==> src/hw/rtl/pex_partition_tree_builder_defines.svh <==
// Assertion macros for the partition tree builder RTL.
`ifndef PEX_PARTITION_TREE_BUILDER_DEFINES_SVH
`define PEX_PARTITION_TREE_BUILDER_DEFINES_SVH

`ifndef NO_ASSERTIONS

`define PEX_ASSERT_IMPL(label, clk, rst_n, ante, cons) \
    label: assert property (@(posedge clk) disable iff (!rst_n) (ante) |-> (cons)) \
        else $error("pex_partition_tree_builder: same-cycle check failed");

`define PEX_ASSERT_NEXT(label, clk, rst_n, ante, cons) \
    label: assert property (@(posedge clk) disable iff (!rst_n) (ante) |=> (cons)) \
        else $error("pex_partition_tree_builder: next-cycle check failed");

`else

`define PEX_ASSERT_IMPL(label, clk, rst_n, ante, cons)

`define PEX_ASSERT_NEXT(label, clk, rst_n, ante, cons)

`endif

`endif

==> src/hw/rtl/pex_ptb_pkg.sv <==
// Shared constants for the partition tree builder.
package pex_ptb_pkg;

    localparam int PEX_ERR_W        = 5;
    localparam int PEX_IDX_W        = 5;
    localparam int PEX_MAX_ERRORS   = 31;
    localparam int PEX_LENGTH_BITS  = 16;
    localparam int PEX_STACK_DEPTH  = 8;
    localparam int PEX_MAX_RESULTS  = 63;
    localparam int PEX_CNT_W        = 6;

endpackage

==> src/hw/rtl/pex_partition_tree_builder.sv <==
// Top level: builds the partition tree of one query and streams its nodes.
//
//  channel  dir  fields (tdata/tuser from bit 0 up)
//  s_axis   in   tdata: query_length, error_budget
//  m_axis   out  tdata: has_parent, parent_index, range_start, range_end, node_errors
//                tuser: is_leaf, bad_request; tlast: last
//
// Per query: the leaf length divider runs first, then the walk emits the nodes, passing
// through a pop state for each node taken back from the stack (stack RAM read latency).
// A rejected query skips the divider. The stack RAM needs no clearing after reset.
// Output backpressure stalls the walk.
module pex_partition_tree_builder
    import pex_ptb_pkg::*;
#(
    parameter int MAX_ERRORS  = PEX_MAX_ERRORS,
    parameter int LENGTH_BITS = PEX_LENGTH_BITS,
    parameter int STACK_DEPTH = PEX_STACK_DEPTH
) (
    input  logic                    i_clk,
    input  logic                    i_rst_n,
    input  logic                    i_s_axis_tvalid,
    output logic                    o_s_axis_tready,
    // query_length, error_budget, zero pad
    input  logic [((LENGTH_BITS+PEX_ERR_W+7)/8)*8-1:0] i_s_axis_tdata,
    output logic                    o_m_axis_tvalid,
    input  logic                    i_m_axis_tready,
    // has_parent, parent_index, range_start, range_end, node_errors, zero pad
    output logic [((2*LENGTH_BITS+PEX_ERR_W+PEX_IDX_W+1+7)/8)*8-1:0] o_m_axis_tdata,
    // is_leaf, bad_request
    output logic [1:0]              o_m_axis_tuser,
    output logic                    o_m_axis_tlast
);

    `include "pex_partition_tree_builder_defines.svh"

    localparam int LB      = LENGTH_BITS;
    localparam int OUT_RAW = 2*LB + PEX_ERR_W + PEX_IDX_W + 1;
    localparam int OUT_W   = ((OUT_RAW + 7) / 8) * 8;
    localparam int STK_W   = 2*LB + PEX_ERR_W + PEX_IDX_W;
    localparam int AW      = $clog2(STACK_DEPTH);
    localparam int SP_W    = $clog2(STACK_DEPTH + 1);

    typedef enum logic [3:0] {
        ST_IDLE = 4'b0001,
        ST_DIV  = 4'b0010,
        ST_EMIT = 4'b0100,
        ST_POP  = 4'b1000
    } t_state;

    t_state               r_state, n_state;
    logic [LB-1:0]        r_len, n_len;
    logic                 r_bad, n_bad;
    logic [LB-1:0]        r_leaf_len, n_leaf_len;
    logic [LB-1:0]        r_cur_start, n_cur_start;
    logic [LB-1:0]        r_cur_end, n_cur_end;
    logic [PEX_ERR_W-1:0] r_cur_err, n_cur_err;
    logic [PEX_IDX_W-1:0] r_cur_parent, n_cur_parent;
    logic                 r_cur_hp, n_cur_hp;
    logic [SP_W-1:0]      r_sp, n_sp;
    logic [PEX_IDX_W-1:0] r_inner, n_inner;
    logic [PEX_CNT_W-1:0] r_count, n_count;
    logic                 r_out_valid, n_out_valid;
    logic [OUT_W-1:0]     r_out_data, n_out_data;
    logic [1:0]           r_out_user, n_out_user;
    logic                 r_out_last, n_out_last;

    logic                 w_accept;
    logic [LB-1:0]        w_in_len;
    logic [PEX_ERR_W-1:0] w_in_k, w_k_sat;
    logic                 w_in_bad;
    logic                 w_div_start, w_div_done;
    logic [LB-1:0]        w_quotient;
    logic                 w_out_free;
    logic                 w_leaf, w_last;
    logic [PEX_ERR_W-1:0] w_left;
    logic [LB+PEX_ERR_W-1:0] w_prod;
    logic [LB-1:0]        w_split;
    logic [PEX_ERR_W-1:0] w_right_err;
    logic [PEX_ERR_W:0]   w_err_inc;
    logic                 w_wr_en, w_rd_en;
    logic [AW-1:0]        w_wr_addr, w_rd_addr;
    logic [STK_W-1:0]     w_wr_data, w_rd_data;

    assign w_accept = i_s_axis_tvalid && o_s_axis_tready;
    assign w_in_len = i_s_axis_tdata[LB-1:0];
    assign w_in_k   = i_s_axis_tdata[LB+PEX_ERR_W-1:LB];
    assign w_k_sat  = (w_in_k > PEX_ERR_W'(MAX_ERRORS)) ? PEX_ERR_W'(MAX_ERRORS) : w_in_k;
    assign w_in_bad = ((LB+1)'(w_in_len) < ((LB+1)'(w_k_sat) + (LB+1)'(1)));
    assign w_div_start = w_accept && !w_in_bad;

    pex_ptb_div #(
        .LENGTH_BITS(LENGTH_BITS)
    ) u_div (
        .i_clk      (i_clk),
        .i_rst_n    (i_rst_n),
        .i_start    (w_div_start),
        .i_dividend (w_in_len),
        .i_divisor  ((PEX_ERR_W+1)'(w_k_sat) + (PEX_ERR_W+1)'(1)),
        .o_done     (w_div_done),
        .o_quotient (w_quotient)
    );

    assign w_out_free = !r_out_valid || i_m_axis_tready;
    assign w_leaf     = (r_cur_err == '0);
    assign w_last     = (w_leaf && (r_sp == '0)) ||
                        (r_count == PEX_CNT_W'(PEX_MAX_RESULTS - 1));

    // left leaves = e/2 + 1; left child gets e/2, right child gets ceil(e/2) - 1
    assign w_left      = PEX_ERR_W'(r_cur_err >> 1) + PEX_ERR_W'(1);
    assign w_prod      = (LB+PEX_ERR_W)'(r_leaf_len) * (LB+PEX_ERR_W)'(w_left);
    assign w_split     = r_cur_start + w_prod[LB-1:0];
    assign w_err_inc   = (PEX_ERR_W+1)'(r_cur_err) + (PEX_ERR_W+1)'(1);
    assign w_right_err = PEX_ERR_W'(w_err_inc >> 1) - PEX_ERR_W'(1);

    assign w_wr_addr = r_sp[AW-1:0];
    assign w_wr_data = {r_inner, w_right_err, r_cur_end, w_split};
    assign w_rd_addr = AW'(r_sp - SP_W'(1));

    always_comb begin
        n_state      = r_state;
        n_len        = r_len;
        n_bad        = r_bad;
        n_leaf_len   = r_leaf_len;
        n_cur_start  = r_cur_start;
        n_cur_end    = r_cur_end;
        n_cur_err    = r_cur_err;
        n_cur_parent = r_cur_parent;
        n_cur_hp     = r_cur_hp;
        n_sp         = r_sp;
        n_inner      = r_inner;
        n_count      = r_count;
        n_out_valid  = r_out_valid && !i_m_axis_tready;
        n_out_data   = r_out_data;
        n_out_user   = r_out_user;
        n_out_last   = r_out_last;
        w_wr_en      = 1'b0;
        w_rd_en      = 1'b0;

        unique case (r_state)
            ST_IDLE: begin
                if (w_accept) begin
                    n_len     = w_in_len;
                    n_bad     = w_in_bad;
                    n_cur_err = w_k_sat;
                    n_state   = w_in_bad ? ST_EMIT : ST_DIV;
                end
            end
            ST_DIV: begin
                if (w_div_done) begin
                    n_leaf_len   = w_quotient;
                    n_cur_start  = '0;
                    n_cur_end    = r_len - LB'(1);
                    n_cur_parent = '0;
                    n_cur_hp     = 1'b0;
                    n_sp         = '0;
                    n_inner      = '0;
                    n_count      = '0;
                    n_state      = ST_EMIT;
                end
            end
            ST_EMIT: begin
                if (w_out_free) begin
                    n_out_valid = 1'b1;
                    if (r_bad) begin
                        n_out_data = '0;
                        n_out_user = 2'b10;
                        n_out_last = 1'b1;
                        n_state    = ST_IDLE;
                    end else begin
                        n_out_data = OUT_W'({r_cur_err, r_cur_end, r_cur_start,
                                             r_cur_parent, r_cur_hp});
                        n_out_user = {1'b0, w_leaf};
                        n_out_last = w_last;
                        n_count    = r_count + PEX_CNT_W'(1);
                        if (w_last) begin
                            n_sp    = '0;
                            n_state = ST_IDLE;
                        end else if (w_leaf) begin
                            w_rd_en = 1'b1;
                            n_sp    = r_sp - SP_W'(1);
                            n_state = ST_POP;
                        end else begin
                            if (r_sp < SP_W'(STACK_DEPTH)) begin
                                w_wr_en = 1'b1;
                                n_sp    = r_sp + SP_W'(1);
                            end
                            n_cur_end    = w_split - LB'(1);
                            n_cur_err    = PEX_ERR_W'(r_cur_err >> 1);
                            n_cur_parent = r_inner;
                            n_cur_hp     = 1'b1;
                            n_inner      = r_inner + PEX_IDX_W'(1);
                        end
                    end
                end
            end
            ST_POP: begin
                {n_cur_parent, n_cur_err, n_cur_end, n_cur_start} = w_rd_data;
                n_cur_hp = 1'b1;
                n_state  = ST_EMIT;
            end
            default: begin
                n_state = ST_IDLE;
            end
        endcase
    end

    always_ff @(posedge i_clk) begin
        if (!i_rst_n) begin
            r_state     <= ST_IDLE;
            r_sp        <= '0;
            r_inner     <= '0;
            r_count     <= '0;
            r_leaf_len  <= '0;
            r_bad       <= 1'b0;
            r_out_valid <= 1'b0;
        end else begin
            r_state     <= n_state;
            r_sp        <= n_sp;
            r_inner     <= n_inner;
            r_count     <= n_count;
            r_leaf_len  <= n_leaf_len;
            r_bad       <= n_bad;
            r_out_valid <= n_out_valid;
        end
        r_len        <= n_len;
        r_cur_start  <= n_cur_start;
        r_cur_end    <= n_cur_end;
        r_cur_err    <= n_cur_err;
        r_cur_parent <= n_cur_parent;
        r_cur_hp     <= n_cur_hp;
        r_out_data   <= n_out_data;
        r_out_user   <= n_out_user;
        r_out_last   <= n_out_last;
    end

    // pending right children; push and pop never hit the same entry in one cycle
    pex_ptb_ram #(
        .WIDTH(STK_W),
        .DEPTH(STACK_DEPTH)
    ) u_stack (
        .i_clk     (i_clk),
        .i_wr_en   (w_wr_en),
        .i_wr_addr (w_wr_addr),
        .i_wr_data (w_wr_data),
        .i_rd_en   (w_rd_en),
        .i_rd_addr (w_rd_addr),
        .o_rd_data (w_rd_data)
    );

    assign o_s_axis_tready = (r_state == ST_IDLE);
    assign o_m_axis_tvalid = r_out_valid;
    assign o_m_axis_tdata  = r_out_data;
    assign o_m_axis_tuser  = r_out_user;
    assign o_m_axis_tlast  = r_out_last;

    `PEX_ASSERT_IMPL(a_sp_bound, i_clk, i_rst_n, 1'b1, r_sp <= SP_W'(STACK_DEPTH))
    `PEX_ASSERT_IMPL(a_bad_is_last, i_clk, i_rst_n, r_out_valid && r_out_user[1], r_out_last)
    `PEX_ASSERT_IMPL(a_pop_nonempty, i_clk, i_rst_n, w_rd_en, r_sp != '0)
    `PEX_ASSERT_NEXT(a_pop_to_emit, i_clk, i_rst_n, r_state == ST_POP, r_state == ST_EMIT)
    `PEX_ASSERT_IMPL(a_div_in_div, i_clk, i_rst_n, w_div_done, r_state == ST_DIV)

endmodule

==> src/hw/rtl/pex_ptb_ram.sv <==
// Generic single-port-write, single-port-read RAM with registered read data.
module pex_ptb_ram #(
    parameter int WIDTH = 8,
    parameter int DEPTH = 8
) (
    input  logic                     i_clk,
    input  logic                     i_wr_en,
    input  logic [$clog2(DEPTH)-1:0] i_wr_addr,
    input  logic [WIDTH-1:0]         i_wr_data,
    input  logic                     i_rd_en,
    input  logic [$clog2(DEPTH)-1:0] i_rd_addr,
    output logic [WIDTH-1:0]         o_rd_data
);

    logic [WIDTH-1:0] r_mem [DEPTH];
    logic [WIDTH-1:0] r_rd_data;

    always_ff @(posedge i_clk) begin
        if (i_wr_en) begin
            r_mem[i_wr_addr] <= i_wr_data;
        end
        if (i_rd_en) begin
            r_rd_data <= r_mem[i_rd_addr];
        end
    end

    assign o_rd_data = r_rd_data;

endmodule

==> src/hw/rtl/pex_ptb_div.sv <==
// Restoring divider, one quotient bit per cycle: length / (budget + 1).
module pex_ptb_div
    import pex_ptb_pkg::*;
#(
    parameter int LENGTH_BITS = PEX_LENGTH_BITS
) (
    input  logic                   i_clk,
    input  logic                   i_rst_n,
    input  logic                   i_start,
    input  logic [LENGTH_BITS-1:0] i_dividend,
    input  logic [PEX_ERR_W:0]     i_divisor,
    output logic                   o_done,
    output logic [LENGTH_BITS-1:0] o_quotient
);

    localparam int CNT_W = $clog2(LENGTH_BITS);

    logic                   r_busy, n_busy;
    logic                   r_done, n_done;
    logic [CNT_W-1:0]       r_cnt, n_cnt;
    logic [PEX_ERR_W-1:0]   r_rem, n_rem;
    logic [LENGTH_BITS-1:0] r_quo, n_quo;
    logic [PEX_ERR_W:0]     r_div, n_div;
    logic [PEX_ERR_W:0]     w_trial;
    logic                   w_ge;

    assign w_trial = {r_rem, r_quo[LENGTH_BITS-1]};
    assign w_ge    = (w_trial >= r_div);

    always_comb begin
        n_busy = r_busy;
        n_done = 1'b0;
        n_cnt  = r_cnt;
        n_rem  = r_rem;
        n_quo  = r_quo;
        n_div  = r_div;
        if (i_start) begin
            n_busy = 1'b1;
            n_cnt  = CNT_W'(LENGTH_BITS - 1);
            n_rem  = '0;
            n_quo  = i_dividend;
            n_div  = i_divisor;
        end else if (r_busy) begin
            n_rem = w_ge ? PEX_ERR_W'(w_trial - r_div) : w_trial[PEX_ERR_W-1:0];
            n_quo = {r_quo[LENGTH_BITS-2:0], w_ge};
            n_cnt = r_cnt - CNT_W'(1);
            if (r_cnt == '0) begin
                n_busy = 1'b0;
                n_done = 1'b1;
            end
        end
    end

    always_ff @(posedge i_clk) begin
        if (!i_rst_n) begin
            r_busy <= 1'b0;
            r_done <= 1'b0;
        end else begin
            r_busy <= n_busy;
            r_done <= n_done;
        end
        r_cnt <= n_cnt;
        r_rem <= n_rem;
        r_quo <= n_quo;
        r_div <= n_div;
    end

    assign o_done     = r_done;
    assign o_quotient = r_quo;

endmodule

==> config.mk <==
export PLATFORM = sky130hd
export DESIGN_NAME = pex_partition_tree_builder
export DESIGN_NICKNAME = d
export VERILOG_FILES = /design/src/hw/rtl/pex_ptb_pkg.sv /design/src/hw/rtl/pex_partition_tree_builder.sv /design/src/hw/rtl/pex_ptb_ram.sv /design/src/hw/rtl/pex_ptb_div.sv
export VERILOG_INCLUDE_DIRS = /design/src /design/src/hw/rtl
export SDC_FILE = /design/constraint.sdc
export NUM_CORES = 1
export LEC_CHECK = 0
export ABC_AREA = 1
export BUFFER_PORTS_ARGS = -buffer_cell sky130_fd_sc_hd__buf_2
export CAP_MARGIN = 15
export CORE_MARGIN = 8
export CORE_UTILIZATION = 62
export CTS_CLUSTER_DIAMETER = 200
export DETAILED_ROUTE_END_ITERATION = 8
export PLACE_DENSITY = 0.87
export RECOVER_POWER = 25
export SLEW_MARGIN = 0
export SYNTH_ARGS = -nofsm -noshare
export SYNTH_HDL_FRONTEND = slang
export SYNTH_SLANG_ARGS = --single-unit
export TNS_END_PERCENT = 50
==> constraint.sdc <==
create_clock -name i_clk -period 8.56 [get_ports i_clk]
set_input_delay 1.712 -clock i_clk [delete_from_list [all_inputs] [get_ports i_clk]]
set_output_delay 1.712 -clock i_clk [all_outputs]
set_load 0.005 [all_outputs]
Word level (Yosys, flattened, before mapping):

Memories as Yosys holds them, arrays and structs flattened. A register that Yosys moved wholly into a read port is not among the register bits.
Index checks and enable logic that the tools add are counted.

* output and inout bits: 53
* memories: 1
* register bits: 180
* word-level logic and storage cells: 161
* memory bits (writable): 336
* input port bits: 28

* $lt $le $gt $ge: 4
* bitwise gates (word level): 2
* reduce and logical (&&, ||, !) cells: 28
* equality and inequality tests: 13
* add/subtract/negate cells: 14
* mux-type cells: 74
* $mul: 1

Memory list
* u_stack.r_mem: depth 8, width 42, rd ports 1, clocked after memory_dff 1, write ports 1, line pex_ptb_ram.sv:15 `logic [WIDTH-1:0] r_mem [DEPTH];`

Operator list (count)
* $mux W16: 8
* $mux W5: 16
* $mux W4: 12
* $pmux W16 S3: 1
* $pmux W16 S2: 1
* $sub A16 B1 Y16 const B: 2
* $pmux W5 S3: 2
* $mux W1: 24
* $add A5 B1 Y6 const B: 3
* $mux W6: 3
* $reduce_and A6 Y1: 3
* $add A16 B16 Y16: 1
* $lt A16 B6 Y1: 1
* $mul A16 B5 Y16: 1
* $pmux W4 S4: 1
* $pmux W6 S2: 1
* $pmux W5 S2: 1
* $logic_not A4 Y1: 2
* $ne A2 B2 Y1 const B: 4
* $ne A4 B4 Y1 const B: 2
* $pmux W4 S2: 1
* $reduce_and A2 Y1: 4
* $reduce_and A4 Y1: 2
* $sub A4 B1 Y4 const B: 2
* other kinds (27): 38

Depth between registers and ports, before layout:

* depth after elaboration: 9
* mapped depth: 29
* gate-level depth less buffers: 29

By module:

Synthesis repeated with hierarchy kept, for this count alone.

* cell total of the unflattened synthesis: 2884
* area total of the unflattened synthesis: 27174.8 um2

Modules (own cells, without submodules)
* pex_ptb_ram: cells an instance 1512, seq. area each 11350.9 um2, area an instance 15981.6 um2, instances 1
* pex_partition_tree_builder: cells an instance 1189, seq. area each 3893.7 um2, area an instance 9574.2 um2, instances 1
* pex_ptb_div: cells an instance 183, seq. area each 880.8 um2, area an instance 1619.1 um2, instances 1

Worst setup path before layout:

Ideal clock, no wire load.

* path type: input port to flip-flop
* start: input port i_m_axis_tready
* end: memory u_stack.r_mem[7][0] (netlist name) (enable)
* slack: 2.006 ns
* library setup time: 0.546 ns
* buffers on the path: 0
* cell stages on the path: 4
* arrival: 6.008 ns
* required time: 8.014 ns
* path through: nor2_1 -> nor2_1 -> nand2_1 -> nor4_1

* longest elaborated chain between the ends: 5

RTL lines
* start, declared: line pex_partition_tree_builder.sv:26 `input logic i_m_axis_tready,`
* $logic_or A1 B1 Y1: line pex_partition_tree_builder.sv:103 `assign w_out_free = !r_out_valid || i_m_axis_tready;`
* $mux W1: line pex_partition_tree_builder.sv:162 `if (w_out_free) begin`
* $mux W1: line pex_partition_tree_builder.sv:139 `unique case (r_state)`
* $mux W1: line pex_ptb_ram.sv:19 `if (i_wr_en) begin`
* $mux W1 (not written as such): line pex_ptb_ram.sv:20 `r_mem[i_wr_addr] <= i_wr_data;`
* end, declared: line pex_ptb_ram.sv:15

Every way passes these cells.

Worst setup path in the final report:

* start: register r_cur_err[1]
* end: register r_cur_end[15], data pin

* longest elaborated chain between the ends: 9

RTL lines
* start, declared: line pex_partition_tree_builder.sv:56 `logic [PEX_ERR_W-1:0] r_cur_err, n_cur_err;`
* start signal, assigned: line pex_partition_tree_builder.sv:228 `r_cur_err <= n_cur_err;`
* $add A4 B1 Y5: line pex_partition_tree_builder.sv:109 `assign w_left = PEX_ERR_W'(r_cur_err >> 1) + PEX_ERR_W'(1);`
* $mul A16 B5 Y16: line pex_partition_tree_builder.sv:110 `assign w_prod = (LB+PEX_ERR_W)'(r_leaf_len) * (LB+PEX_ERR_W)'(w_left);`
* $add A16 B16 Y16: line pex_partition_tree_builder.sv:111 `assign w_split = r_cur_start + w_prod[LB-1:0];`
* via u_stack.i_wr_data[13]: line pex_ptb_ram.sv:9 `input logic [WIDTH-1:0] i_wr_data,`
* $sub A16 B1 Y16: line pex_partition_tree_builder.sv:187 `n_cur_end = w_split - LB'(1);`
* $mux W16: line pex_partition_tree_builder.sv:178 `end else if (w_leaf) begin`
* $mux W16: line pex_partition_tree_builder.sv:175 `if (w_last) begin`
* $mux W16: line pex_partition_tree_builder.sv:164 `if (r_bad) begin`
* $mux W16: line pex_partition_tree_builder.sv:162
* $pmux W16 S3: line pex_partition_tree_builder.sv:139
* via n_cur_end[15]: line pex_partition_tree_builder.sv:55 `logic [LB-1:0] r_cur_end, n_cur_end;`
* end signal, assigned: line pex_partition_tree_builder.sv:227 `r_cur_end <= n_cur_end;`
* end, declared: line pex_partition_tree_builder.sv:55

The timed path passes the listed nets, and every way through them passes these cells. The select of a mux whose other input is x is not followed.
A chain may end at the register's enable or synchronous reset.

==> impl_metrics.tcl <==
set metrics [dict create \
    yosysTopAreaCell "edfxtp_1" \
    vdd_drop_max_v 0.000231 \
    syn-instance-count 2293 \
    hold_path.class "flip-flop to flip-flop" \
    setup_tns_ps 0 \
    grt_max_degree 130 \
    skew_ps 31.5 \
    violations "capacitance limit, slew limit" \
    synth-edff-count 505 \
    place_congestion 0.935 \
    ant_nets 0 \
    grt_pass1_wl_um 97100 \
    fmax_ghz 0.143 \
    avgSynthCellArea_um2 10.9 \
    drtIter0Drc 2567 \
    met2_usage_pct 43.1 \
    crit_cells 24 \
    crit_required_ps 8890 \
    fin_crit_sh_pct 81.7 \
    final_hold_viol_count 0 \
    antenna_found_initial 0 \
    dr.pass1.iters 6 \
    numPortBuffers 72 \
    wirelength_um 64100 \
    end_kind "flip-flop" \
    yosysMostFrequentCell "edfxtp_1" \
    p_total_mw 7.56 \
    ys_top_cells_by_count "505 x edfxtp_1, 449 x nor2_1, 274 x nand2_1, 258 x inv_1, 212 x o21ai_0" \
    dp_hpwl_um 37500 \
    maxCapViolCount 3 \
    clk_latency_ps 600 \
    wl_per_cell_um 22.0 \
    holdWs_ps 482 \
    dp_slack_ps 2110 \
    ys_seq_elements 553 \
    ys.flop_type "edfxtp_1" \
    syn2layout_area_growth_pct 10.3 \
    async_reset_ff_share_pct 0 \
    htree_levels 2 \
    met3_usage_pct 5.81 \
    slowest_stage "edfxtp_1" \
    drc 0 \
    cts_setup_buffers 0 \
    worst-path-max-fanout 16 \
    initial_core_util_pct 62.9 \
    place_area_um2 25900 \
    final_cells 2914 \
    crit_chain "ha_1 > nor2_1 > nor2_1 > clkinv_1 > nor2_1 > fa_1 > fa_1 > inv_1 > fa_1 > inv_1 > ha_1 > nand2_1 > nor2_1 > nand3_1 > nand4_1 > nand2_1 > nand2_1 > nand2_1 > nor2_1 > nand3_1 > nor2_1 > nand2_1 > nand3_1 > nand2_1" \
    met1_usage_pct 33.6 \
    grt_setup_unrepaired "no" \
    cpPeakStageDelay_ps 940 \
    die-area_um2 47000 \
    fin_area_um2 27600 \
    ys_types 50 \
    final_util_pct 69.4 \
    hold_depth 2 \
    rr_worst_depth 24 \
    cts_buffers 53 \
    seq_area_frac_synth_pct 64.5 \
    max_slew.worst_pin.slew_ps 2810 \
    routed-via-count 18000 \
    die_h_um 217 \
    viasPerCell 6.18 \
    cts_tree "built" \
    dp.cells 2816 \
    yosys-top-cells-area "edfxtp_1 61%, nor2_1 6.7%, o21ai_0 4.2%" \
    fin_nets 2468 \
    grt_pass1_vias 17900 \
    io_pins 81 \
    period_minus_slack_ps 7000 \
    powerDensity_nw_per_um2 274 \
    cts_sinks 553 \
    crit_family "simple AND/OR/NAND/NOR gates" \
    cts_buffer_depth 3 \
    gr-total-overflow 0 \
    worst_slack_ps 1560 \
    relSlewSlack_pct -87.4 \
    synth_top_area_share_pct 60.6 \
    clock-root-buffer "clkbuf_16" \
    busiest_layer "met2" \
    core-area_um2 39700 \
    clkTransAtPathRegs_ps 70 \
    path_buf_inv 3 \
    grt_util_all_layers_pct 26.4 \
    yosysWarningCount 0 \
    worstSetupStartpointType "flip-flop" \
    arrival_ps 7320 \
    status "finished with violations" \
    power_leakage_nw 10.5 \
    slew_viol_final 115 \
    dieWidth_um 217 \
    drive_gt1_share_pct 8.88 \
    rows 73 \
    netlist_area_um2 25000 \
    cts_resized 0 \
    crit_type "flip-flop to flip-flop" \
    setup_viol 0 \
    cts_hold_buf 0 \
]
metal layers:
| layer | routed length (um) | up-vias |
|---|---|---|
| met5 | 0 | - |
| met4 | 2830 | 0 |
| met3 | 7720 | 256 |
| met2 | 31000 | 1355 |
| met1 | 22600 | 8544 |
| li1 | - | 7868 |
cells in the final DEF, fill, tap and decap left out, types with 3 or more instances in the layout:
cell / synthesis / routed
nor3_2: 1 / 7
o21ai_0: 212 / 212
nand3_2: 3 / 3
bufinv_16: 0 / 5
clkinv_1: 5 / 12
and2_1: 4 / 4
nor3_1: 13 / 7
a31oi_1: 51 / 51
or2_1: 5 / 5
conb_1: 1 / 5
o211ai_1: 6 / 6
nor2_2: 7 / 6
nand2_1: 274 / 274
inv_2: 8 / 8
o21ai_1: 5 / 5
nor2_1: 449 / 446
buf_2: 4 / 54
buf_4: 9 / 20
nor2_4: 3 / 7
or2_2: 11 / 11
clkinvlp_4: 0 / 7
a21oi_1: 49 / 49
ha_1: 43 / 42
clkbuf_16: 0 / 54
inv_1: 258 / 257
nand2_2: 3 / 3
fa_1: 50 / 50
clkinv_2: 0 / 9
o22ai_1: 44 / 44
xnor2_1: 7 / 7
dfxtp_1: 48 / 46
nand3_1: 70 / 70
nand4_1: 19 / 19
a211oi_1: 3 / 3
edfxtp_1: 505 / 505
xor2_1: 14 / 13
clkbuf_1: 77 / 32
area by class of cell:
| class | instances | area, um2 |
|---|---|---|
| diodes | 1 | 2.50 |
| clock buffers | 65 | 1390 |
| clock inverters | 31 | 320 |
| fillers | 2552 | 12100 |
| inverters | 271 | 1020 |
| multi-input cells | 1372 | 7540 |
| flip-flops and latches | 553 | 16100 |
| well taps | 525 | 657 |
| repair buffers | 96 | 527 |
cells by family (layout without fill, tap and decap cells):
| family | Yosys count | in the layout | share of synthesized area [%] |
|---|---|---|---|
| flops | 553 | 553 | 64.5 |
| fa+ha+maj | 93 | 93 | 6.15 |
| other cells | 1 | 6 | 0.0150 |
| simple gates | 869 | 869 | 14.3 |
| compound gates | 384 | 384 | 8.51 |
| buf+inv | 372 | 463 | 5.77 |
| xor+xnor | 21 | 21 | 0.736 |
power by group:
part | switching (mW) | total, mW | internal, mW
Combinational | 1.26 | 1.75 | 0.490
Clock | 1.01 | 2.32 | 1.31
Sequential | 0.173 | 3.50 | 3.32
registers in the layout, summed over array words and instances, names as in the netlist, 16 cells and up:
name and count:
r_leaf_len 16, r_cur_start 16, u_div.o_quotient 16, r_len 16, u_stack.r_mem 336, u_stack.o_rd_data 42
r_cur_end 16, o_m_axis_tdata 43
worst paths after layout:
path                        from             end  slack [ps]
hold / removal    r_leaf_len[15]  r_leaf_len[15]         480
setup reg to reg    r_cur_err[1]   r_cur_end[15]        1560
setup / recovery    r_cur_err[1]   r_cur_end[15]        1560
hold reg to reg   r_leaf_len[15]  r_leaf_len[15]         480
worst min-delay path, cell delays in order, from the launching register on:
cell and delay [ps]:
dfxtp_1 320, nand2_1 70, a21oi_1 50
Note: power is estimated with default switching activity, not from simulation.
